==> src/design/gtp_pkg.sv <==
`timescale 1ns / 1ps

package gtp_pkg;

   localparam int POS_W      = 32;
   localparam int HDG_W      = 16;
   localparam int DTOL_W     = 31;
   localparam int HTOL_W     = 15;
   localparam int SPD_W      = 20;
   localparam int ANG_CMD_W  = 21;
   localparam int STATUS_W   = 3;
   localparam int MODE_W     = 2;
   localparam int CSR_ADDR_W = 4;
   localparam int CSR_DATA_W = 32;
   localparam int SQ_W       = 64;
   // cordic datapath: |x| grows to about 1.65 * sqrt(2) * 2^31
   localparam int CORDIC_W   = 36;
   localparam int ATAN_IDX_W = 5;

   localparam logic [HDG_W-1:0] HALF_TURN = 16'h8000;

   typedef enum logic [MODE_W-1:0] {
      MODE_ODOM   = 2'd0,
      MODE_GOAL   = 2'd1,
      MODE_CANCEL = 2'd2,
      MODE_NONE   = 2'd3
   } mode_type;

   typedef enum logic [STATUS_W-1:0] {
      STAT_IDLE     = 3'd0,
      STAT_ACCEPTED = 3'd1,
      STAT_TURNING  = 3'd2,
      STAT_DRIVING  = 3'd3,
      STAT_REACHED  = 3'd4,
      STAT_CANCELED = 3'd5
   } status_type;

   typedef enum logic [1:0] {
      REG_DIST_TOL  = 2'd0,
      REG_HEAD_TOL  = 2'd1,
      REG_DRIVE_SPD = 2'd2,
      REG_TURN_SPD  = 2'd3
   } cfg_reg_type;

   typedef enum logic [2:0] {
      ST_IDLE,
      ST_DIFF,
      ST_SQ_X,
      ST_SQ_Y,
      ST_SQ_T,
      ST_CMP,
      ST_ATAN,
      ST_EMIT
   } state_type;

   localparam logic [DTOL_W-1:0] DTOL_RESET  = 31'd3277;
   localparam logic [HTOL_W-1:0] HTOL_RESET  = 15'd364;
   localparam logic [SPD_W-1:0]  DRIVE_RESET = 20'd39322;
   localparam logic [SPD_W-1:0]  TURN_RESET  = 20'd42598;

   // atan(2^-i) in binary angle units, 65536 per turn
   function automatic logic [HDG_W-1:0] atan_lookup(input logic [ATAN_IDX_W-1:0] idx);
      logic [HDG_W-1:0] a;
      case (idx)
         5'd0:    a = 16'd8192;
         5'd1:    a = 16'd4836;
         5'd2:    a = 16'd2555;
         5'd3:    a = 16'd1297;
         5'd4:    a = 16'd651;
         5'd5:    a = 16'd326;
         5'd6:    a = 16'd163;
         5'd7:    a = 16'd81;
         5'd8:    a = 16'd41;
         5'd9:    a = 16'd20;
         5'd10:   a = 16'd10;
         5'd11:   a = 16'd5;
         5'd12:   a = 16'd3;
         5'd13:   a = 16'd1;
         5'd14:   a = 16'd1;
         default: a = 16'd0;
      endcase
      return a;
   endfunction

   // clamp a 33-bit signed sum to the signed 32-bit range
   function automatic logic signed [POS_W-1:0] sat33(input logic signed [POS_W:0] s);
      logic signed [POS_W-1:0] r;
      if (s[POS_W] != s[POS_W-1]) begin
         r = s[POS_W] ? {1'b1, {(POS_W-1){1'b0}}} : {1'b0, {(POS_W-1){1'b1}}};
      end else begin
         r = s[POS_W-1:0];
      end
      return r;
   endfunction

endpackage

==> src/design/gtp_cordic.sv <==
`timescale 1ns / 1ps

module gtp_cordic #(
   parameter int STEPS = 16
) (
   input  logic                                clock,
   input  logic                                reset,
   input  logic                                start,
   input  logic signed [gtp_pkg::POS_W-1:0]    dx,
   input  logic signed [gtp_pkg::POS_W-1:0]    dy,
   output logic                                done,
   output logic        [gtp_pkg::HDG_W-1:0]    angle
);
   import gtp_pkg::*;

   localparam int CNT_W = $clog2(STEPS);
   localparam logic [CNT_W-1:0] LAST_STEP = CNT_W'(STEPS - 1);

   logic                       busy_ff, busy_in;
   logic                       done_ff, done_in;
   logic [CNT_W-1:0]           step_ff, step_in;
   logic signed [CORDIC_W-1:0] x_ff, x_in;
   logic signed [CORDIC_W-1:0] y_ff, y_in;
   logic [HDG_W-1:0]           z_ff, z_in;

   logic signed [CORDIC_W-1:0] x0, y0, xs, ys;
   logic [HDG_W-1:0]           rot;

   assign x0  = CORDIC_W'(dx);
   assign y0  = CORDIC_W'(dy);
   assign xs  = x_ff >>> step_ff;
   assign ys  = y_ff >>> step_ff;
   assign rot = atan_lookup(ATAN_IDX_W'(step_ff));

   always_comb begin
      busy_in = busy_ff;
      done_in = 1'b0;
      step_in = step_ff;
      x_in    = x_ff;
      y_in    = y_ff;
      z_in    = z_ff;
      if (start) begin
         step_in = '0;
         if (dx == '0 && dy == '0) begin
            // no bearing for a zero vector, report zero at once
            z_in    = '0;
            done_in = 1'b1;
         end else if (dx[POS_W-1]) begin
            x_in    = -x0;
            y_in    = -y0;
            z_in    = HALF_TURN;
            busy_in = 1'b1;
         end else begin
            x_in    = x0;
            y_in    = y0;
            z_in    = '0;
            busy_in = 1'b1;
         end
      end else if (busy_ff) begin
         if (y_ff > 0) begin
            x_in = x_ff + ys;
            y_in = y_ff - xs;
            z_in = z_ff + rot;
         end else begin
            x_in = x_ff - ys;
            y_in = y_ff + xs;
            z_in = z_ff - rot;
         end
         step_in = step_ff + 1'b1;
         if (step_ff == LAST_STEP) begin
            busy_in = 1'b0;
            done_in = 1'b1;
         end
      end
   end

   always_ff @(posedge clock) begin
      if (reset) begin
         busy_ff <= 1'b0;
         done_ff <= 1'b0;
         step_ff <= '0;
      end else begin
         busy_ff <= busy_in;
         done_ff <= done_in;
         step_ff <= step_in;
      end
   end

   always_ff @(posedge clock) begin
      x_ff <= x_in;
      y_ff <= y_in;
      z_ff <= z_in;
   end

   assign done  = done_ff;
   assign angle = z_ff;

endmodule

==> src/design/go_to_point_heading_controller.sv <==
`timescale 1ns / 1ps

// sequencing: goal, cancel, unused-mode and goal-less odometry items go straight from
//   acceptance to the emit state; an odometry item with an armed goal passes the difference,
//   squaring and compare states, then the cordic unless the goal is reached
// throughput: one item at a time, set by the shared squaring multiplier and the
//   one-iteration-per-cycle cordic unit
// reset: synchronous; positions and target clear, goal disarmed, registers to defaults
module go_to_point_heading_controller #(
   parameter int CORDIC_STEPS = 16
) (
   input  logic                                   clock,
   input  logic                                   reset,
   input  logic                                   req_valid,
   output logic                                   req_stall,
   input  logic [gtp_pkg::MODE_W-1:0]             req_mode,
   input  logic signed [gtp_pkg::POS_W-1:0]       req_x_value,
   input  logic signed [gtp_pkg::POS_W-1:0]       req_y_value,
   input  logic signed [gtp_pkg::HDG_W-1:0]       req_heading,
   output logic                                   rsp_valid,
   input  logic                                   rsp_stall,
   output logic [gtp_pkg::SPD_W-1:0]              rsp_linear_cmd,
   output logic signed [gtp_pkg::ANG_CMD_W-1:0]   rsp_angular_cmd,
   output logic [gtp_pkg::STATUS_W-1:0]           rsp_status,
   input  logic                                   csr_psel,
   input  logic                                   csr_penable,
   input  logic                                   csr_pwrite,
   input  logic [gtp_pkg::CSR_ADDR_W-1:0]         csr_paddr,
   input  logic [gtp_pkg::CSR_DATA_W-1:0]         csr_pwdata,
   output logic [gtp_pkg::CSR_DATA_W-1:0]         csr_prdata,
   output logic                                   csr_pready
);
   import gtp_pkg::*;

   localparam int CORDIC_MAX = 24;
   localparam int STEPS = (CORDIC_STEPS > CORDIC_MAX) ? CORDIC_MAX : CORDIC_STEPS;

   state_type                 state_ff, state_in;
   logic signed [POS_W-1:0]   last_x_ff, last_x_in, last_y_ff, last_y_in;
   logic signed [POS_W-1:0]   target_x_ff, target_x_in, target_y_ff, target_y_in;
   logic                      goal_ff, goal_in;
   logic [HDG_W-1:0]          hd_ff, hd_in;
   logic signed [POS_W-1:0]   dx_ff, dx_in, dy_ff, dy_in;
   logic [SQ_W-1:0]           prod_ff, prod_in, d2_ff, d2_in;
   logic [SPD_W-1:0]          res_lin_ff, res_lin_in;
   logic signed [ANG_CMD_W-1:0] res_ang_ff, res_ang_in;
   logic [STATUS_W-1:0]       res_st_ff, res_st_in;
   logic                      rsp_valid_ff, rsp_valid_in;
   logic [SPD_W-1:0]          rsp_lin_ff, rsp_lin_in;
   logic signed [ANG_CMD_W-1:0] rsp_ang_ff, rsp_ang_in;
   logic [STATUS_W-1:0]       rsp_st_ff, rsp_st_in;
   logic [DTOL_W-1:0]         dtol_ff, dtol_in;
   logic [HTOL_W-1:0]         htol_ff, htol_in;
   logic [SPD_W-1:0]          dspd_ff, dspd_in;
   logic [SPD_W-1:0]          tspd_ff, tspd_in;

   logic                      accept, csr_wr;
   logic [POS_W-1:0]          ax, ay, mul_a;
   logic [SQ_W-1:0]           mul_p;
   logic                      cordic_start, cordic_done;
   logic [HDG_W-1:0]          bearing, eu, mag;
   logic                      err_pos, turn;
   logic signed [ANG_CMD_W-1:0] tspd_s;

   assign accept    = req_valid && (state_ff == ST_IDLE);
   assign req_stall = (state_ff != ST_IDLE);
   assign csr_wr    = csr_psel && csr_penable && csr_pwrite;

   assign ax = dx_ff[POS_W-1] ? POS_W'(-dx_ff) : POS_W'(dx_ff);
   assign ay = dy_ff[POS_W-1] ? POS_W'(-dy_ff) : POS_W'(dy_ff);

   // one squaring multiplier shared by both distance terms and the tolerance
   always_comb begin
      case (state_ff)
         ST_SQ_X: mul_a = ax;
         ST_SQ_Y: mul_a = ay;
         default: mul_a = POS_W'(dtol_ff);
      endcase
   end
   assign mul_p = SQ_W'(mul_a) * SQ_W'(mul_a);

   gtp_cordic #(
      .STEPS (STEPS)
   ) u_cordic (
      .clock (clock),
      .reset (reset),
      .start (cordic_start),
      .dx    (dx_ff),
      .dy    (dy_ff),
      .done  (cordic_done),
      .angle (bearing)
   );

   // heading error wraps for free; exactly half a turn counts as positive
   assign eu      = bearing - hd_ff;
   assign err_pos = (eu != '0) && (!eu[HDG_W-1] || eu == HALF_TURN);
   assign mag     = eu[HDG_W-1] ? HDG_W'(-eu) : eu;
   assign turn    = mag > HDG_W'(htol_ff);
   assign tspd_s  = ANG_CMD_W'(tspd_ff);

   always_comb begin
      state_in    = state_ff;
      last_x_in   = last_x_ff;
      last_y_in   = last_y_ff;
      target_x_in = target_x_ff;
      target_y_in = target_y_ff;
      goal_in     = goal_ff;
      hd_in       = hd_ff;
      dx_in       = dx_ff;
      dy_in       = dy_ff;
      prod_in     = prod_ff;
      d2_in       = d2_ff;
      res_lin_in  = res_lin_ff;
      res_ang_in  = res_ang_ff;
      res_st_in   = res_st_ff;
      rsp_valid_in = rsp_valid_ff && rsp_stall;
      rsp_lin_in  = rsp_lin_ff;
      rsp_ang_in  = rsp_ang_ff;
      rsp_st_in   = rsp_st_ff;
      cordic_start = 1'b0;

      unique case (state_ff)
         ST_IDLE: begin
            if (accept) begin
               res_lin_in = '0;
               res_ang_in = '0;
               res_st_in  = STAT_IDLE;
               state_in   = ST_EMIT;
               unique case (mode_type'(req_mode))
                  MODE_GOAL: begin
                     target_x_in = sat33((POS_W+1)'(last_x_ff) + (POS_W+1)'(req_x_value));
                     target_y_in = sat33((POS_W+1)'(last_y_ff) + (POS_W+1)'(req_y_value));
                     goal_in     = 1'b1;
                     res_st_in   = STAT_ACCEPTED;
                  end
                  MODE_CANCEL: begin
                     goal_in   = 1'b0;
                     res_st_in = STAT_CANCELED;
                  end
                  MODE_ODOM: begin
                     last_x_in = req_x_value;
                     last_y_in = req_y_value;
                     hd_in     = req_heading;
                     if (goal_ff) begin
                        state_in = ST_DIFF;
                     end
                  end
                  default: begin
                  end
               endcase
            end
         end
         ST_DIFF: begin
            dx_in    = sat33((POS_W+1)'(target_x_ff) - (POS_W+1)'(last_x_ff));
            dy_in    = sat33((POS_W+1)'(target_y_ff) - (POS_W+1)'(last_y_ff));
            state_in = ST_SQ_X;
         end
         ST_SQ_X: begin
            prod_in  = mul_p;
            state_in = ST_SQ_Y;
         end
         ST_SQ_Y: begin
            d2_in    = prod_ff;
            prod_in  = mul_p;
            state_in = ST_SQ_T;
         end
         ST_SQ_T: begin
            d2_in    = d2_ff + prod_ff;
            prod_in  = mul_p;
            state_in = ST_CMP;
         end
         ST_CMP: begin
            // squared distance against squared tolerance, strict
            if (d2_ff < prod_ff) begin
               goal_in   = 1'b0;
               res_st_in = STAT_REACHED;
               state_in  = ST_EMIT;
            end else begin
               cordic_start = 1'b1;
               state_in = ST_ATAN;
            end
         end
         ST_ATAN: begin
            if (cordic_done) begin
               if (turn) begin
                  res_lin_in = '0;
                  res_ang_in = err_pos ? tspd_s : -tspd_s;
                  res_st_in  = STAT_TURNING;
               end else begin
                  res_lin_in = dspd_ff;
                  res_ang_in = '0;
                  res_st_in  = STAT_DRIVING;
               end
               state_in = ST_EMIT;
            end
         end
         ST_EMIT: begin
            if (!rsp_valid_ff || !rsp_stall) begin
               rsp_valid_in = 1'b1;
               rsp_lin_in   = res_lin_ff;
               rsp_ang_in   = res_ang_ff;
               rsp_st_in    = res_st_ff;
               state_in     = ST_IDLE;
            end
         end
         default: state_in = ST_IDLE;
      endcase
   end

   always_comb begin
      dtol_in = dtol_ff;
      htol_in = htol_ff;
      dspd_in = dspd_ff;
      tspd_in = tspd_ff;
      if (csr_wr) begin
         unique case (cfg_reg_type'(csr_paddr[3:2]))
            REG_DIST_TOL:  dtol_in = csr_pwdata[DTOL_W-1:0];
            REG_HEAD_TOL:  htol_in = csr_pwdata[HTOL_W-1:0];
            REG_DRIVE_SPD: dspd_in = csr_pwdata[SPD_W-1:0];
            REG_TURN_SPD:  tspd_in = csr_pwdata[SPD_W-1:0];
            default: begin
            end
         endcase
      end
   end

   always_comb begin
      unique case (cfg_reg_type'(csr_paddr[3:2]))
         REG_DIST_TOL:  csr_prdata = CSR_DATA_W'(dtol_ff);
         REG_HEAD_TOL:  csr_prdata = CSR_DATA_W'(htol_ff);
         REG_DRIVE_SPD: csr_prdata = CSR_DATA_W'(dspd_ff);
         REG_TURN_SPD:  csr_prdata = CSR_DATA_W'(tspd_ff);
         default:       csr_prdata = '0;
      endcase
   end
   assign csr_pready = 1'b1;

   always_ff @(posedge clock) begin
      if (reset) begin
         state_ff     <= ST_IDLE;
         last_x_ff    <= '0;
         last_y_ff    <= '0;
         target_x_ff  <= '0;
         target_y_ff  <= '0;
         goal_ff      <= 1'b0;
         rsp_valid_ff <= 1'b0;
         dtol_ff      <= DTOL_RESET;
         htol_ff      <= HTOL_RESET;
         dspd_ff      <= DRIVE_RESET;
         tspd_ff      <= TURN_RESET;
      end else begin
         state_ff     <= state_in;
         last_x_ff    <= last_x_in;
         last_y_ff    <= last_y_in;
         target_x_ff  <= target_x_in;
         target_y_ff  <= target_y_in;
         goal_ff      <= goal_in;
         rsp_valid_ff <= rsp_valid_in;
         dtol_ff      <= dtol_in;
         htol_ff      <= htol_in;
         dspd_ff      <= dspd_in;
         tspd_ff      <= tspd_in;
      end
   end

   always_ff @(posedge clock) begin
      hd_ff      <= hd_in;
      dx_ff      <= dx_in;
      dy_ff      <= dy_in;
      prod_ff    <= prod_in;
      d2_ff      <= d2_in;
      res_lin_ff <= res_lin_in;
      res_ang_ff <= res_ang_in;
      res_st_ff  <= res_st_in;
      rsp_lin_ff <= rsp_lin_in;
      rsp_ang_ff <= rsp_ang_in;
      rsp_st_ff  <= rsp_st_in;
   end

   assign rsp_valid       = rsp_valid_ff;
   assign rsp_linear_cmd  = rsp_lin_ff;
   assign rsp_angular_cmd = rsp_ang_ff;
   assign rsp_status      = rsp_st_ff;

endmodule
==> config.mk <==
export PLATFORM = sky130hd
export DESIGN_NAME = go_to_point_heading_controller
export DESIGN_NICKNAME = d
export VERILOG_FILES = /design/src/design/gtp_pkg.sv /design/src/design/gtp_cordic.sv /design/src/design/go_to_point_heading_controller.sv
export SDC_FILE = /design/constraint.sdc
export NUM_CORES = 2
export LEC_CHECK = 0
export BUFFER_PORTS_ARGS = -buffer_cell sky130_fd_sc_hd__buf_2
export CORE_MARGIN = 3
export CORE_UTILIZATION = 50
export CTS_CLUSTER_SIZE = 10
export DETAILED_ROUTE_END_ITERATION = 16
export PLACE_DENSITY = 0.63
export REMOVE_ABC_BUFFERS = 1
export SETUP_SLACK_MARGIN = 0.3
export SYNTH_ARGS = -nofsm -noshare
export SYNTH_HDL_FRONTEND = slang
export SYNTH_SLANG_ARGS = --single-unit
==> constraint.sdc <==
create_clock -name clock -period 29.5 [get_ports clock]
set_clock_uncertainty 0.1 [all_clocks]
set_input_delay 5.9 -clock clock [delete_from_list [all_inputs] [get_ports clock]]
set_output_delay 5.9 -clock clock [all_outputs]
set_load 0.1 [all_outputs]
Word-level counts from Yosys, hierarchy flattened:

Memory sizes are Yosys's and may differ from the RTL's. A register that Yosys moved wholly into a read port is not among the register bits.
Cells that the tools add are included.

* flip-flop bits (word level): 609
* bits in read-only memories: 224
* input bits: 125
* output and inout port bits: 79
* word-level logic and storage cells: 184
* memories kept: 1

Memories
* (no name shown): depth 16, bits a word 14, rd ports 1, clocked after Yosys merged registers in 1, wr ports 0, line gtp_pkg.sv:64 `case (idx)`

* add/sub/neg operators: 19
* multiply operators: 1
* $lt $le $gt $ge: 3
* equality and inequality tests: 24
* shift operators: 2
* mux-type cells: 69
* reduce and logical (&&, ||, !) cells: 37

Operators with widths (count)
* 2-to-1 mux 36 bit: 10
* 2-to-1 mux 32 bit: 10
* case mux 32 bit (4 select lines): 1
* case mux 64 bit (2 select lines): 1
* 2-to-1 mux 16 bit: 6
* 2-to-1 mux 21 bit: 4
* adder 36 bit: 2
* negator 32 -> 36 bit: 2
* >>> shifter 36 x 4 -> 36 bit: 2
* subtractor 36 bit: 2
* adder 32 x 32 -> 33 bit: 2
* subtractor 32 x 32 -> 33 bit: 2
* adder 64 bit: 1
* logical NOT 32 bit: 2
* < comparator 64 bit: 1
* multiplier 32 x 32 -> 64 bit: 1
* negator 32 bit: 2
* case mux 32 bit (2 select lines): 1
* 2-to-1 mux 20 bit: 3
* case mux 21 bit (2 select lines): 1
* case mux 20 bit (2 select lines): 1
* greater-than comparator 36 x 1 -> 1 bit, second input constant: 1
* subtractor 16 bit: 2
* 2-to-1 mux 3 bit: 8
* 35 further kinds: 87

Longest topological paths before layout:

* word-level depth: 8
* mapped depth: 41
* gate-level depth less buffers: 41

Hierarchy:

Synthesis repeated with hierarchy kept, for this count alone.

* cell total of the unflattened synthesis: 9179
* area, all modules: 79881.6 µm²

By module, submodules not included
* go_to_point_heading_controller: instances 1, cells an instance 7150, area each 63359.5 µm², seq. area each 13242.7 µm²
* gtp_cordic: instances 1, cells an instance 2029, area each 16522.1 µm², seq. area each 3042.9 µm²

Least setup slack after synthesis:

OpenSTA, ideal clock, no wires.

* path kind: input to output
* start: in csr_paddr[3] in the netlist's numbering
* end: out csr_prdata[15] in the netlist's numbering
* arrival: 7.655 ns
* data required time: 23.500 ns
* path slack: 15.845 ns
* cell stages on the path: 4
* buffers on the path: 3
* cell sequence: clkbuf_1 buf_1 clkbuf_1 a22o_1

* longest elaborated chain between the ends: 2
* elaborated cells on any way between the ends: 5
* those cells by class: 3 x eq/ne; 1 x mux; 1 x reduce/logical

Ends and longest elaborated chain
* from (decl): line go_to_point_heading_controller.sv:28 `input logic [gtp_pkg::CSR_ADDR_W-1:0] csr_paddr,`
* equality test 2 bit (tied with other cells): line go_to_point_heading_controller.sv:228 `unique case (cfg_reg_type'(csr_paddr[3:2]))`
* case mux 32 bit (4 select lines) (*): line go_to_point_heading_controller.sv:228
* to (decl): line go_to_point_heading_controller.sv:30 `output logic [gtp_pkg::CSR_DATA_W-1:0] csr_prdata,`

Every way passes the cells marked *; elsewhere a longest branch is shown, timed or not. The select of a mux whose other input is x is not followed.

Worst setup path after layout:

* start: in csr_paddr[2] in the netlist's numbering
* end: out csr_prdata[17] in the netlist's numbering

Same word-level chain as after synthesis.

==> results.md <==
- Status: completed
- Final min period: approximately 14 ns
- CP endpoint kind: output pin
- Layout cells sized above 1: ~7.1%
- Die Y: 397 microns
- R2R Setup Slk: between 15 and 20 ns
- CTS tree: done
- Area taken by multi-input logic gates: around 54000 sq um
- Most frequent cells in the layout: 1267 x inv_1, 957 x nand2_1, 794 x fa_1
- Relative max-transition margin: around an eighth
- Setup_tns: 0 ns
- Die ar.: 158000 sq um
- Ys async rst share: 0%
- Actual slew at the worst max-slew pin: 1.30 ns
- Clk sink count: about 620
- Remaining DRCs: 0
- Area grow syn2layout: 7.18%
- Initial Util: about half
- First-pass GRT wire length: approximately 360 mm
- Clock Latency Late Sink: ~0.70 ns
- DP Cell Count: ~11000
- Initial antenna violation count: 1
- FP Rows: 142
- Startpoint types: primary input
- Non-Filler Instances: approximately 11000
- Fillers: approximately 14000
- Post-Route WL: between 200 and 250 mm
- Final hold vios: 0
- PortBufs: between 150 and 200
- GRT overflow: 0
- WP data required: between 20 and 25 ns
- Final ANT Viol Nets: 0
- Deepest clock path buffer count: 3
- Slew Viols, Final: 0
- Critical path type: in2out
- H-tree Lvls: 3
- Worst hold path type: reg2reg
- Largest net degree at the start of global routing: 90
- Synth warn: 0
- Root buffer cell: clkbuf_16
- Flops & latches, synth: 622
- Crit-path max FO: 27
- Final net count: about 10000
- Number of distinct library cells after synthesis: just over 90
- Vias in the first global route: roughly 63000
- Maximum clock frequency: between 0.07 and 0.08 GHz
- Most used DFF post-synth: edfxtp_1
- Hold bufs inserted after CTS: 0
- Detailed-route via count: between 60000 and 70000
- Register area: approximately 16000 sq um
- CP arrival: ~8 ns
- Via density: roughly 5.7
- IO Pins: 204
- EDFF count, synth: roughly 380
- Synth Area per Inst: around 9 sq um
- Core Box Area: around 150000 sq um
- Post-Syn Area: 76500 sq um
- Cells after Synth: ~8600
- RSZ-0062 raised after global routing: false
- Clk slew on worst S/H paths: around 0.060 ns
- Drt pass-1 iters: 6
- DR WL/cell: approximately 21 microns
- Post-route clock period utilization: a little under half
- GRT Total Usage: between 20 and 30%
- Post-CTS resize count: 0
- Post-DP HPWL: approximately 180 mm
- Die width: a little under 400 microns
- Number of max-cap violations: 0
- Num CTS Buffers: 77
- 1st-iter DRT viols: roughly 4400
- Post-CTS setup buffers: 0
- Commonest non-fill, non-tap cell in the layout: inv_1
- Final Wtd Congestion: 0.954
- Sequential share of the synthesized area: between 20% and 30%
- Final Setup Violations: 0
## path summary, 6_finish.rpt
check                 startpoint                   to  cells after the start
setup reg to reg        dy_ff[0]          prod_ff[59]                     37
hold reg to reg   res_ang_ff[10]  rsp_angular_cmd[10]                      0
setup / recovery    csr_paddr[2]       csr_prdata[17]                      4
hold / removal    res_ang_ff[10]  rsp_angular_cmd[10]                      0
## registers in the layout, summed over array words and instances (netlist names), 31 cells and up
signal,cells
d2_ff,64
last_x_ff,32
u_cordic.x_ff,36
dx_ff,32
target_x_ff,32
dtol_ff,31
dy_ff,32
prod_ff,63
last_y_ff,32
target_y_ff,32
u_cordic.y_ff,36
## worst max-delay path: stages
cell	delay, ns
buf_2	0.37
nor2_2	0.93
a22o_1	0.32
buf_2	0.44
## layer usage
metal,GRT usage (%),up-vias,wire length [microns]
met4,13.2,0,12200
met5,0,-,0
li1,-,28900,-
met2,48.1,2141,107000
met3,4.52,530,15400
met1,37.4,30100,93700
## final cells by class
type,count,area share [%]
clock inverters,15,0.262
inverters,1277,5.84
repair buffers,301,2.16
diodes,1,0.00305
well taps,2016,3.07
clock buffers,123,2.65
multi-input cells,6385,66.1
flip-flops and latches,622,19.9
## through the flow
stage                     util (%)  hold WS (ns)  area (sq um)  setup slack, ns
after floorplan                  -         0.300         75200            16.29
after global placement        52.7         0.301         79600            15.48
after detailed placement      52.7         0.305         79600            15.46
after CTS                     54.3         0.314         82000            15.45
after global routing          54.3         0.318         82000            15.38
final                         54.3         0.308         82000            15.52
## synth_stat cells, types with 20 or more instances
library cell	instances	area share, %
or3_1	44	0.36
maj3_1	22	0.29
o21ai_0	397	2.6
nand2b_1	68	0.56
a211o_1	20	0.23
fa_1	794	21
a21oi_1	600	3.9
and2_1	43	0.35
nor2b_1	56	0.46
nand3b_1	36	0.35
nor2_1	726	3.6
o31ai_1	54	0.53
ha_1	695	11
mux4_2	88	2.6
o211ai_1	24	0.24
nand2_1	961	4.7
edfxtp_1	383	15
a21o_1	177	1.7
nor4_1	32	0.26
buf_1	49	0.24
clkbuf_1	258	1.3
dfxtp_1	239	6.3
nand3_1	81	0.53
and3_1	69	0.56
inv_1	1268	6.2
mux2i_1	76	0.99
buf_2	20	0.13
o21ai_1	24	0.16
o21a_1	53	0.52
nand4_1	55	0.45
xor2_1	226	2.6
a31oi_1	45	0.37
a211oi_1	65	0.64
nor3_1	158	1.0
o21bai_1	69	0.68
xnor2_1	333	3.8
mux2_2	44	0.65
or2_2	24	0.20
## cells by family (layout without fill, tap and decap cells)
logic type	after synthesis	count (layout)	synth area share [%]
xor gates and xnor gates	560	560	6.42
AOI/OAI and AO/OA	1689	1689	13.5
muxes	213	213	4.32
buffers and inverters	1617	1716	8.07
adders and majority gates	1511	1511	32.4
DFF	622	622	21.3
other	2	3	0.00981
and+or+nand+nor	2410	2410	14.0
Power is not shown: default switching activity piles up to over one toggle a cycle in this logic, so the estimate is an artifact.
